## config.mk

```make
export PLATFORM = sky130hd
export DESIGN_NAME = hotplug_detect_event_queue
export DESIGN_NICKNAME = d
export VERILOG_FILES = /design/src/sv/hpdq_pkg.sv /design/src/sv/hotplug_detect_event_queue.sv /design/src/sv/hpdq_front.sv /design/src/sv/hpdq_cmd_fifo.sv /design/src/sv/hpdq_back.sv
export VERILOG_INCLUDE_DIRS = /design/src /design/src/sv
export SDC_FILE = /design/constraint.sdc
export NUM_CORES = 1
export LEC_CHECK = 0
export BUFFER_PORTS_ARGS = -buffer_cell sky130_fd_sc_hd__buf_2
export CAP_MARGIN = 25
export CORE_ASPECT_RATIO = 1.1
export CORE_MARGIN = 2
export CORE_UTILIZATION = 67
export CTS_BUF_LIST = sky130_fd_sc_hd__clkbuf_16
export CTS_CLUSTER_SIZE = 8
export DETAILED_ROUTE_END_ITERATION = 8
export MAX_ROUTING_LAYER = met4
export PLACE_DENSITY_LB_ADDON = 0.05
export SYNTH_ARGS = -nofsm -noshare
export SYNTH_HDL_FRONTEND = slang
export SYNTH_SLANG_ARGS = --single-unit
```

## constraint.sdc

```tcl
create_clock -name clk -period 10.95 [get_ports clk]
set_clock_uncertainty 0.05 [all_clocks]
set_input_delay 1.095 -clock clk [delete_from_list [all_inputs] [get_ports clk]]
set_output_delay 1.095 -clock clk [all_outputs]
set_load 0.005 [all_outputs]
```

## src/sv/assert_macros.svh

```systemverilog
// Assertion macros shared by the hotplug-detect event queue modules.
`ifndef ASSERT_MACROS_SVH
`define ASSERT_MACROS_SVH

// Checks that a condition holds at every clock edge outside reset.
`define ASSERT_ALWAYS(label, cond) \
  label: assert property (@(posedge clk) disable iff (rst) (cond)) \
    else $error("invariant violated");

// Checks that a consequence holds in the same cycle as its antecedent.
`define ASSERT_IMPLIES(label, ante, cons) \
  label: assert property (@(posedge clk) disable iff (rst) (ante) |-> (cons)) \
    else $error("implication violated");

`endif

```

## src/sv/hpdq_pkg.sv

```systemverilog
// Types and constants shared by the hotplug-detect event queue modules.
`timescale 1ns / 1ps

package hpdq_pkg;

  localparam int CFG_W = 20;
  localparam int AGE_W = 24;
  localparam logic [AGE_W-1:0] AGE_MAX = {AGE_W{1'b1}};

  // Reported event codes.
  localparam logic [1:0] EV_NONE = 2'd0;
  localparam logic [1:0] EV_LOW  = 2'd1;
  localparam logic [1:0] EV_HIGH = 2'd2;
  localparam logic [1:0] EV_IRQ  = 2'd3;

  // Edge classes produced by the front end.
  localparam logic [2:0] KIND_NONE       = 3'd0;
  localparam logic [2:0] KIND_GLITCH     = 3'd1;
  localparam logic [2:0] KIND_IRQ        = 3'd2;
  localparam logic [2:0] KIND_LONG_LOW   = 3'd3;
  localparam logic [2:0] KIND_FALL_SHORT = 3'd4;
  localparam logic [2:0] KIND_FALL_LONG  = 3'd5;

  // Register indexes on the configuration port.
  localparam logic [1:0] REG_GLITCH   = 2'd0;
  localparam logic [1:0] REG_IRQ      = 2'd1;
  localparam logic [1:0] REG_DEBOUNCE = 2'd2;
  localparam logic [1:0] REG_GAP      = 2'd3;

  localparam logic [CFG_W-1:0] GLITCH_RESET   = 20'd150;
  localparam logic [CFG_W-1:0] IRQ_RESET      = 20'd2000;
  localparam logic [CFG_W-1:0] DEBOUNCE_RESET = 20'd100000;
  localparam logic [CFG_W-1:0] GAP_RESET      = 20'd4000;

  // Command queue between front and back.
  localparam int CMD_DEPTH = 2;
  localparam int CMD_PTR_W = 1;
  localparam int CMD_CNT_W = 2;

  // Result buffer in the back end.
  localparam int OUT_DEPTH = 3;
  localparam int OUT_PTR_W = 2;
  localparam int OUT_CNT_W = 2;

  typedef struct packed {
    logic [CFG_W-1:0] glitch_limit_us;
    logic [CFG_W-1:0] irq_limit_us;
    logic [CFG_W-1:0] level_debounce_us;
    logic [CFG_W-1:0] queue_gap_us;
  } cfg_t;

  typedef struct packed {
    logic       level;
    logic [2:0] kind;
  } cmd_t;

  typedef struct packed {
    logic [1:0] ev;
    logic       from_level;
    logic       last;
  } res_t;

endpackage

```

## src/sv/hotplug_detect_event_queue.sv

```systemverilog
// Top level of the hotplug-detect event queue: configuration registers and wiring.
// The block takes one hotplug-detect pin sample per beat on the input channel, one
// beat per microsecond tick, and sends zero, one or two report beats per sample on
// the result channel, the level-timer report first; last marks the final beat of a
// sample. A sample is accepted every cycle while results drain; the result channel
// moves one beat per cycle while out_stall is low, so samples that yield two reports
// can hold the input back. The front end classifies a sample as it is accepted and
// writes it into a two-entry command queue at that edge; once the result buffer has
// room for two beats, the back end takes the command, applies the ring and timer
// update and writes a three-beat result buffer. A sample's first report thus reaches
// the result port after both the command queue and the result buffer are written.
// Registers sit at byte addresses 0 (glitch limit), 4 (IRQ limit),
// 8 (level debounce) and 12 (queue gap), 20 bits each; write them only while idle.
`timescale 1ns / 1ps

module hotplug_detect_event_queue #(
  parameter int RING_SLOTS = 4
) (
  input  logic        clk,
  input  logic        rst,
  input  logic        psel,
  input  logic        penable,
  input  logic        pwrite,
  input  logic [3:0]  paddr,
  input  logic [31:0] pwdata,
  output logic [31:0] prdata,
  output logic        pready,
  input  logic        in_valid,
  output logic        in_stall,
  input  logic        hpd_level,
  output logic        out_valid,
  input  logic        out_stall,
  output logic [1:0]  report_event,
  output logic        from_level_timer,
  output logic        last
);

  hpdq_pkg::cfg_t cfg;
  logic           cfg_write;
  logic [1:0]     reg_idx;
  logic           cmd_push;
  logic           cmd_full;
  logic           cmd_valid;
  logic           cmd_pop;
  hpdq_pkg::cmd_t cmd_in;
  hpdq_pkg::cmd_t cmd_out;

  assign pready    = 1'b1;
  assign reg_idx   = paddr[3:2];
  assign cfg_write = psel && penable && pwrite && pready;

  always_ff @(posedge clk) begin
    if (rst) begin
      cfg.glitch_limit_us   <= hpdq_pkg::GLITCH_RESET;
      cfg.irq_limit_us      <= hpdq_pkg::IRQ_RESET;
      cfg.level_debounce_us <= hpdq_pkg::DEBOUNCE_RESET;
      cfg.queue_gap_us      <= hpdq_pkg::GAP_RESET;
    end else if (cfg_write) begin
      unique case (reg_idx)
        hpdq_pkg::REG_GLITCH:   cfg.glitch_limit_us   <= pwdata[hpdq_pkg::CFG_W-1:0];
        hpdq_pkg::REG_IRQ:      cfg.irq_limit_us      <= pwdata[hpdq_pkg::CFG_W-1:0];
        hpdq_pkg::REG_DEBOUNCE: cfg.level_debounce_us <= pwdata[hpdq_pkg::CFG_W-1:0];
        hpdq_pkg::REG_GAP:      cfg.queue_gap_us      <= pwdata[hpdq_pkg::CFG_W-1:0];
        default: begin
        end
      endcase
    end
  end

  always_comb begin
    unique case (reg_idx)
      hpdq_pkg::REG_GLITCH:   prdata = {12'b0, cfg.glitch_limit_us};
      hpdq_pkg::REG_IRQ:      prdata = {12'b0, cfg.irq_limit_us};
      hpdq_pkg::REG_DEBOUNCE: prdata = {12'b0, cfg.level_debounce_us};
      hpdq_pkg::REG_GAP:      prdata = {12'b0, cfg.queue_gap_us};
      default:                prdata = '0;
    endcase
  end

  hpdq_front u_front (
    .clk       (clk),
    .rst       (rst),
    .cfg       (cfg),
    .in_valid  (in_valid),
    .in_stall  (in_stall),
    .hpd_level (hpd_level),
    .cmd_full  (cmd_full),
    .cmd_push  (cmd_push),
    .cmd       (cmd_in)
  );

  hpdq_cmd_fifo u_cmd_fifo (
    .clk       (clk),
    .rst       (rst),
    .push      (cmd_push),
    .push_cmd  (cmd_in),
    .full      (cmd_full),
    .pop_valid (cmd_valid),
    .pop_cmd   (cmd_out),
    .pop       (cmd_pop)
  );

  hpdq_back #(
    .RING_SLOTS (RING_SLOTS)
  ) u_back (
    .clk              (clk),
    .rst              (rst),
    .cfg              (cfg),
    .cmd_valid        (cmd_valid),
    .cmd              (cmd_out),
    .cmd_pop          (cmd_pop),
    .out_valid        (out_valid),
    .out_stall        (out_stall),
    .report_event     (report_event),
    .from_level_timer (from_level_timer),
    .last             (last)
  );

endmodule

```

## src/sv/hpdq_front.sv

```systemverilog
// Front end: takes pin samples, times edges and classifies each edge.
`timescale 1ns / 1ps

module hpdq_front (
  input  logic                clk,
  input  logic                rst,
  input  hpdq_pkg::cfg_t      cfg,
  input  logic                in_valid,
  output logic                in_stall,
  input  logic                hpd_level,
  input  logic                cmd_full,
  output logic                cmd_push,
  output hpdq_pkg::cmd_t      cmd
);

  logic                       started;
  logic                       prev_level;
  logic [hpdq_pkg::AGE_W-1:0] edge_age;
  logic [hpdq_pkg::AGE_W-1:0] age;
  logic                       accept;
  logic                       is_edge;
  logic [2:0]                 kind;

  assign in_stall = cmd_full;
  assign accept   = in_valid && !cmd_full;
  assign age      = (edge_age == hpdq_pkg::AGE_MAX) ? hpdq_pkg::AGE_MAX
                                                    : edge_age + 1'b1;
  assign is_edge  = hpd_level != prev_level;

  always_comb begin
    kind = hpdq_pkg::KIND_NONE;
    if (is_edge) begin
      if (hpd_level) begin
        if (age <= {4'b0, cfg.glitch_limit_us}) begin
          kind = hpdq_pkg::KIND_GLITCH;
        end else if (age <= {4'b0, cfg.irq_limit_us}) begin
          kind = hpdq_pkg::KIND_IRQ;
        end else begin
          kind = hpdq_pkg::KIND_LONG_LOW;
        end
      end else if (age > {4'b0, cfg.irq_limit_us}) begin
        kind = hpdq_pkg::KIND_FALL_LONG;
      end else begin
        kind = hpdq_pkg::KIND_FALL_SHORT;
      end
    end
  end

  // The very first sample only seeds the previous level.
  assign cmd_push  = accept && started;
  assign cmd.level = hpd_level;
  assign cmd.kind  = kind;

  always_ff @(posedge clk) begin
    if (rst) begin
      started    <= 1'b0;
      prev_level <= 1'b0;
      edge_age   <= '0;
    end else if (accept) begin
      started <= 1'b1;
      if (!started || is_edge) begin
        prev_level <= hpd_level;
        edge_age   <= '0;
      end else begin
        edge_age <= age;
      end
    end
  end

endmodule

```

## src/sv/hpdq_cmd_fifo.sv

```systemverilog
// Short command queue that decouples the front end from the back end.
`timescale 1ns / 1ps
`include "assert_macros.svh"

module hpdq_cmd_fifo (
  input  logic           clk,
  input  logic           rst,
  input  logic           push,
  input  hpdq_pkg::cmd_t push_cmd,
  output logic           full,
  output logic           pop_valid,
  output hpdq_pkg::cmd_t pop_cmd,
  input  logic           pop
);

  hpdq_pkg::cmd_t                   slots [hpdq_pkg::CMD_DEPTH];
  logic [hpdq_pkg::CMD_PTR_W-1:0]   wp;
  logic [hpdq_pkg::CMD_PTR_W-1:0]   rp;
  logic [hpdq_pkg::CMD_CNT_W-1:0]   count;
  logic                             do_pop;

  assign full      = count == hpdq_pkg::CMD_CNT_W'(hpdq_pkg::CMD_DEPTH);
  assign pop_valid = count != '0;
  assign pop_cmd   = slots[rp];
  assign do_pop    = pop && pop_valid;

  function automatic logic [hpdq_pkg::CMD_PTR_W-1:0] ptr_inc(
    input logic [hpdq_pkg::CMD_PTR_W-1:0] p);
    return (p == hpdq_pkg::CMD_PTR_W'(hpdq_pkg::CMD_DEPTH - 1)) ? '0
                                                                : p + 1'b1;
  endfunction

  always_ff @(posedge clk) begin
    if (push) begin
      slots[wp] <= push_cmd;
    end
  end

  always_ff @(posedge clk) begin
    if (rst) begin
      wp    <= '0;
      rp    <= '0;
      count <= '0;
    end else begin
      if (push) begin
        wp <= ptr_inc(wp);
      end
      if (do_pop) begin
        rp <= ptr_inc(rp);
      end
      count <= count + hpdq_pkg::CMD_CNT_W'(push) - hpdq_pkg::CMD_CNT_W'(do_pop);
    end
  end

  `ASSERT_ALWAYS(a_cmd_count_bound, count <= hpdq_pkg::CMD_CNT_W'(hpdq_pkg::CMD_DEPTH))

endmodule

```

## src/sv/hpdq_back.sv

```systemverilog
// Back end: event ring, level and send timers, and the result buffer.
`timescale 1ns / 1ps
`include "assert_macros.svh"

module hpdq_back #(
  parameter int RING_SLOTS = 4
) (
  input  logic           clk,
  input  logic           rst,
  input  hpdq_pkg::cfg_t cfg,
  input  logic           cmd_valid,
  input  hpdq_pkg::cmd_t cmd,
  output logic           cmd_pop,
  output logic           out_valid,
  input  logic           out_stall,
  output logic [1:0]     report_event,
  output logic           from_level_timer,
  output logic           last
);

  localparam int IDX_W = $clog2(RING_SLOTS);

  logic [1:0]                     ring [RING_SLOTS];
  logic [1:0]                     ring_next [RING_SLOTS];
  logic [IDX_W-1:0]               head, head_next;
  logic [IDX_W-1:0]               tail, tail_next;
  logic [1:0]                     newest, newest_next;
  logic [1:0]                     reported, reported_next;
  logic [hpdq_pkg::CFG_W-1:0]     ltimer, ltimer_next;
  logic                           larmed, larmed_next;
  logic [hpdq_pkg::CFG_W-1:0]     stimer, stimer_next;
  logic                           sarmed, sarmed_next;

  logic                           clear_en;
  logic                           put_a_en;
  logic [1:0]                     put_a_ev;
  logic                           launch_en;
  logic [1:0]                     launch_ev;
  logic                           arm_level;
  logic                           was_empty;
  logic [1:0]                     pre_ev;
  logic                           lv_emit;
  logic [1:0]                     lv_ev;
  logic                           q_emit;
  logic [1:0]                     take_ev;

  hpdq_pkg::res_t                 obuf [hpdq_pkg::OUT_DEPTH];
  logic [hpdq_pkg::OUT_PTR_W-1:0] owp, orp;
  logic [hpdq_pkg::OUT_CNT_W-1:0] ocount;
  logic [hpdq_pkg::OUT_CNT_W-1:0] push_n;
  logic                           out_pop;
  hpdq_pkg::res_t                 res0, res1;

  function automatic logic [IDX_W-1:0] ring_inc(input logic [IDX_W-1:0] p);
    return (p == IDX_W'(RING_SLOTS - 1)) ? '0 : p + 1'b1;
  endfunction

  function automatic logic [hpdq_pkg::OUT_PTR_W-1:0] obuf_inc(
    input logic [hpdq_pkg::OUT_PTR_W-1:0] p);
    return (p == hpdq_pkg::OUT_PTR_W'(hpdq_pkg::OUT_DEPTH - 1)) ? '0 : p + 1'b1;
  endfunction

  // A command is taken only when the result buffer can absorb two beats.
  assign cmd_pop = cmd_valid && (ocount <= hpdq_pkg::OUT_CNT_W'(1));

  // Edge decode: what the edge does to the ring and the level timer.
  always_comb begin
    clear_en  = 1'b0;
    put_a_en  = 1'b0;
    put_a_ev  = hpdq_pkg::EV_NONE;
    launch_en = 1'b0;
    launch_ev = hpdq_pkg::EV_NONE;
    arm_level = 1'b0;
    pre_ev    = (head != tail) ? newest : reported;
    unique case (cmd.kind)
      hpdq_pkg::KIND_NONE: begin
      end
      hpdq_pkg::KIND_GLITCH: begin
        arm_level = 1'b1;
      end
      hpdq_pkg::KIND_IRQ: begin
        if (pre_ev == hpdq_pkg::EV_LOW) begin
          clear_en = 1'b1;
          put_a_en = 1'b1;
          put_a_ev = hpdq_pkg::EV_HIGH;
        end else if (head != tail && head != ring_inc(tail)) begin
          // More than one queued: keep only the newest.
          clear_en = 1'b1;
          put_a_en = 1'b1;
          put_a_ev = pre_ev;
        end
        launch_en = 1'b1;
        launch_ev = hpdq_pkg::EV_IRQ;
      end
      hpdq_pkg::KIND_LONG_LOW: begin
        clear_en  = 1'b1;
        launch_en = 1'b1;
        launch_ev = hpdq_pkg::EV_LOW;
        arm_level = 1'b1;
      end
      hpdq_pkg::KIND_FALL_SHORT: begin
        arm_level = 1'b1;
      end
      hpdq_pkg::KIND_FALL_LONG: begin
        launch_en = 1'b1;
        launch_ev = hpdq_pkg::EV_HIGH;
        arm_level = 1'b1;
      end
      default: begin
      end
    endcase
  end

  // Per-tick state update: ring writes, level timer, then send timer.
  always_comb begin
    ring_next     = ring;
    head_next     = head;
    tail_next     = tail;
    newest_next   = newest;
    reported_next = reported;
    ltimer_next   = ltimer;
    larmed_next   = larmed;
    stimer_next   = stimer;
    sarmed_next   = sarmed;
    was_empty     = 1'b0;
    lv_emit       = 1'b0;
    lv_ev         = cmd.level ? hpdq_pkg::EV_HIGH : hpdq_pkg::EV_LOW;
    q_emit        = 1'b0;
    take_ev       = hpdq_pkg::EV_NONE;

    if (cmd.kind != hpdq_pkg::KIND_NONE) begin
      larmed_next = 1'b0;
      ltimer_next = '0;
    end
    if (clear_en) begin
      head_next = tail_next;
    end
    if (put_a_en) begin
      ring_next[head_next] = put_a_ev;
      newest_next          = put_a_ev;
      head_next            = ring_inc(head_next);
      if (head_next == tail_next) begin
        tail_next = ring_inc(tail_next);
      end
    end
    if (launch_en) begin
      was_empty            = head_next == tail_next;
      ring_next[head_next] = launch_ev;
      newest_next          = launch_ev;
      head_next            = ring_inc(head_next);
      if (head_next == tail_next) begin
        tail_next = ring_inc(tail_next);
      end
      if (was_empty || !sarmed_next) begin
        stimer_next = '0;
        sarmed_next = 1'b1;
      end
    end
    if (arm_level) begin
      ltimer_next = cfg.level_debounce_us;
      larmed_next = 1'b1;
    end

    if (larmed_next) begin
      if (ltimer_next == '0) begin
        larmed_next = 1'b0;
        if (lv_ev != reported_next) begin
          reported_next = lv_ev;
          lv_emit       = 1'b1;
        end
      end else begin
        ltimer_next = ltimer_next - 1'b1;
      end
    end

    if (sarmed_next) begin
      if (stimer_next == '0) begin
        sarmed_next = 1'b0;
        q_emit      = 1'b1;
        if (head_next != tail_next) begin
          take_ev   = ring_next[tail_next];
          tail_next = ring_inc(tail_next);
        end
        reported_next = take_ev;
        if (head_next != tail_next) begin
          stimer_next = (cfg.queue_gap_us != '0) ? cfg.queue_gap_us - 1'b1 : '0;
          sarmed_next = 1'b1;
        end
      end else begin
        stimer_next = stimer_next - 1'b1;
      end
    end
  end

  always_ff @(posedge clk) begin
    if (cmd_pop) begin
      ring   <= ring_next;
      newest <= newest_next;
    end
  end

  always_ff @(posedge clk) begin
    if (rst) begin
      head     <= '0;
      tail     <= '0;
      reported <= hpdq_pkg::EV_NONE;
      ltimer   <= '0;
      larmed   <= 1'b0;
      stimer   <= '0;
      sarmed   <= 1'b0;
    end else if (cmd_pop) begin
      head     <= head_next;
      tail     <= tail_next;
      reported <= reported_next;
      ltimer   <= ltimer_next;
      larmed   <= larmed_next;
      stimer   <= stimer_next;
      sarmed   <= sarmed_next;
    end
  end

  // Result buffer: the level-timer report goes first, then the queue report.
  assign res1.ev         = take_ev;
  assign res1.from_level = 1'b0;
  assign res1.last       = 1'b1;
  assign res0.ev         = lv_emit ? lv_ev : take_ev;
  assign res0.from_level = lv_emit;
  assign res0.last       = !(lv_emit && q_emit);
  assign push_n = cmd_pop ? (hpdq_pkg::OUT_CNT_W'(lv_emit) + hpdq_pkg::OUT_CNT_W'(q_emit))
                          : '0;

  assign out_valid        = ocount != '0;
  assign out_pop          = out_valid && !out_stall;
  assign report_event     = obuf[orp].ev;
  assign from_level_timer = obuf[orp].from_level;
  assign last             = obuf[orp].last;

  always_ff @(posedge clk) begin
    if (push_n != '0) begin
      obuf[owp] <= res0;
    end
    if (push_n == hpdq_pkg::OUT_CNT_W'(2)) begin
      obuf[obuf_inc(owp)] <= res1;
    end
  end

  always_ff @(posedge clk) begin
    if (rst) begin
      owp    <= '0;
      orp    <= '0;
      ocount <= '0;
    end else begin
      if (push_n == hpdq_pkg::OUT_CNT_W'(1)) begin
        owp <= obuf_inc(owp);
      end else if (push_n == hpdq_pkg::OUT_CNT_W'(2)) begin
        owp <= obuf_inc(obuf_inc(owp));
      end
      if (out_pop) begin
        orp <= obuf_inc(orp);
      end
      ocount <= ocount + push_n - hpdq_pkg::OUT_CNT_W'(out_pop);
    end
  end

  // A pending transmission always has something queued behind it.
  `ASSERT_IMPLIES(a_send_has_entry, sarmed, head != tail)
  `ASSERT_ALWAYS(a_obuf_bound, ocount <= hpdq_pkg::OUT_CNT_W'(hpdq_pkg::OUT_DEPTH))

endmodule
```

==> results.cfg <==
[logic_synthesis]
synth_commonest_cells = nand2_1, dfxtp_1, a21oi_1
synth_compound_area_share_pct = 22.09
syn_inst = 1564
synth_xor_xnor_area_share_pct = 3.257
synth_area_per_cell_sq_um = 8.081
ys_ff_latch = 197
ys_types = 100
synth_fa_ha_area_share_pct = 5.841
synthTopCellsByArea = dfxtp_1, nand2_1, ha_1
synth_edf_count = 24
synth_top_family_by_area = simple AND/OR/NAND/NOR gates
synthMuxAreaShare_pct = 5.722
synth_largest_area_cell = dfxtp_1
synth.most_common_cell = nand2_1
ys_seq_area_share_pct = 33.11
yosysWarnings = 0
synthSimpleGateAreaFrac_pct = 24.27
synth.top_cell.area_share_pct = 27.40
synthArstFlopShare_pct = 0
netlist_area_sq_um = 12640
postSynth.topFlopCell = dfxtp_1

[grt]
grt_usage_pct = 36.97
overflow = 0
grt_first_pass_wirelength_um = 56840
grt_pass1_vias = 11070
antenna_found_initial = 2
grt_start_max_net_pins = 75

[sta]
hold_viol = 0
rsz0062_at_grt = false
slew_headroom_pct = 30.63
period_minus_slack_ns = 6.807
fin_ws_ns = 4.143
fmax_mhz = 146.9
worstMarginPinSlew_ns = 1.038
setup_viol = 0
finalMaxSlewViolations = 0
finalSetupTns_ns = 0
timing.final.crit_share_pct = 62.17

[floorplan]
die_h_um = 148.0
start_util_pct = 68.40
dieArea_sq_um = 19980
die-width_um = 135.0
core_sq_um = 18480
num_rows = 52
io-pin-count = 83

[clocking]
cts_max_path_buffers = 2
cts_resized = 0
hold_buffers = 0
h-tree-depth = 4
insertion_delay_ns = 0.45
tritoncts = built
clkTransAtPathRegs_ns = 0.07
cts.sinks = 197
cts_setup_buffers = 0
cts-buffers-inserted = 17
cts-root-buf = clkbuf_16

[power_and_ir_drop]
pwr-share-seq_pct = 32.3
p_sw_share_pct = 43.97
vdd_drop_max_uv = 172.7
combPwrFrac_pct = 46.6
power.density_nw_per_um2 = 218.9
p_sw_uw = 1299
clkPwrFrac_pct = 21.1
p_leak_uw = 0.005353
p_int_uw = 1655

[worst_setup_path]
cp_data_arrival_time_ns = 7.05
critPathMaxStageDelay_ns = 0.66
r2r-start = u_back.tail[0]
startpoint_type = flop
crit_chain = ha_1 > xnor2_1 > and4_4 > a211oi_4 > buf_4 > o21ai_0 > nand2_1 > nand2_1 > ha_1 > or4b_1 > nor4_1 > nand3_1 > o41ai_1 > nor2_2 > nor2_1 > ha_1 > o21ai_0 > or3_1 > or2_1 > o22ai_1
r2r_end = u_back.obuf[0][3]
end_kind = flop
r2r_setup_slack_ns = 4.14
crit_buf_inv = 1
cp.required_ns = 11.19
slowest_stage = nor4_1
rr_worst_depth = 20
crit_top_cell = ha_1
path_delay_family = simple AND/OR/NAND/NOR gates
path_max_fanout = 20
crit_type = reg2reg

[drt]
drtIter0Drc = 1281
num_vias = 11980
wire_per_inst_um = 19.65
drt-vias-per-instance = 6.579
drc_errors = 0
wl_um = 35790
drtPass1Iterations = 5
postRouteAntennaNets = 0

[placement]
dp_hpwl_um = 25310
postPlaceCellArea_sq_um = 12890
dp_slack_ns = 4.310
routabilityCongestion = 0.9554
portBuffers = 55

[final_layout]
nets = 1666
fill_cells = 1517
drive_above_1_share_pct = 10.72
post-route-util_pct = 73.02
area_delta_synth_final_pct = 6.752
final_area_sq_um = 13490

[worst_hold_path]
hold_path_class = reg2reg
hp-start = u_back.ltimer[10]
whs_path_depth = 2
hold_end = u_back.ltimer[10]

[run]
cap_violations = 0

[outcome]
status = complete, no violations
[state kept, by name, indices dropped and copies added, names as in the netlist, 2 cells and up, named ones only]
| signal | count |
|---|---|
| u_back.reported | 2 |
| u_cmd_fifo.slots | 8 |
| u_back.newest | 2 |
| u_back.ltimer | 20 |
| u_back.ring | 8 |
| u_back.owp | 2 |
| u_front.edge_age | 24 |
| u_back.ocount | 2 |
| u_back.stimer | 20 |
| u_back.tail | 2 |
| u_back.orp | 2 |
| u_back.head | 2 |
| u_cmd_fifo.count | 2 |
| u_back.obuf | 12 |
| cfg | 80 |
[stage by stage]
stage	total power, uW	hold slack [ns]	cells
final	2954	0.4104	1821
after global routing	3110	0.4309	1821
after CTS	2912	0.4102	1818
after detailed placement	2293	0.3976	1786
after global placement	2270	0.3892	1786
after floorplan	2002	0.3749	1575
[cell type report]
class                   count  area [sq um]  area share [%]
diodes                      2         5.005         0.03710
clock buffers              17         425.4           3.153
inverters                  67         251.5           1.864
repair buffers             67         387.9           2.875
flip-flops and latches    197          4184           31.01
well taps                 243         304.0           2.254
clock inverters            15         145.1           1.076
multi-input cells        1213          7789           57.73
[power groups by stage]
stage	logic, uW	registers, uW	clock network [uW]
global route	1490	969	653
CTS	1340	950	624
global placement	1310	960	0
floorplan	1080	919	0
finish	1380	953	624
detailed placement	1330	965	0
[worst min-delay path, stage by stage, from the launching register on]
cell and delay (ns):
dfxtp_1 0.32, nand2_1 0.05, nand2_1 0.04
[cell usage in the layout (no fill, tap or decap), types with 21 or more instances in the layout]
| master | instances |
|---|---|
| nor3_1 | 28 |
| nand3_1 | 50 |
| xnor2_1 | 21 |
| dfxtp_1 | 173 |
| a22oi_1 | 30 |
| xor2_1 | 26 |
| nor2_1 | 105 |
| inv_1 | 66 |
| nand2_1 | 288 |
| a21oi_1 | 119 |
| o21ai_0 | 67 |
| buf_2 | 54 |
| ha_1 | 59 |
| edfxtp_1 | 24 |
[worst max-delay path by stage]
stage / slack, ns / to / startpoint / depth (start not counted)
finish: 4.14 / u_back.obuf[0][3] / u_back.tail[0] / 20
CTS: 4.27 / u_back.obuf[0][3] / u_back.tail[0] / 20
detailed placement: 4.31 / u_back.obuf[2][2] / u_back.tail[0] / 20
global placement: 4.40 / u_back.obuf[0][3] / u_back.tail[0] / 20
global route: 3.61 / u_back.obuf[2][2] / u_back.tail[0] / 20
floorplan: 5.55 / u_back.obuf[2][2] / flop / 25
[kinds of logic (layout without fill, tap and decap cells)]
family / count (synthesis) / after routing
XOR/XNOR: 47 / 47
multiplexers: 46 / 46
flip-flops: 197 / 197
adder cells (fa/ha/maj): 59 / 59
other: 2 / 15
AND/OR/NAND/NOR: 640 / 640
AO/OA/AOI/OAI: 408 / 408
buffers and inverters: 165 / 166
[per-layer routing]
metal  vias to the layer above  share of wire (%)  GRT usage (%)
li1                       5649                  -              -
met1                      5607                 40          46.57
met2                       613                 47          58.05
met3                       111                8.7          5.898
met5                         -                  0              -
met4                         0                4.6          18.07
Power figures use the tool's default switching activity.
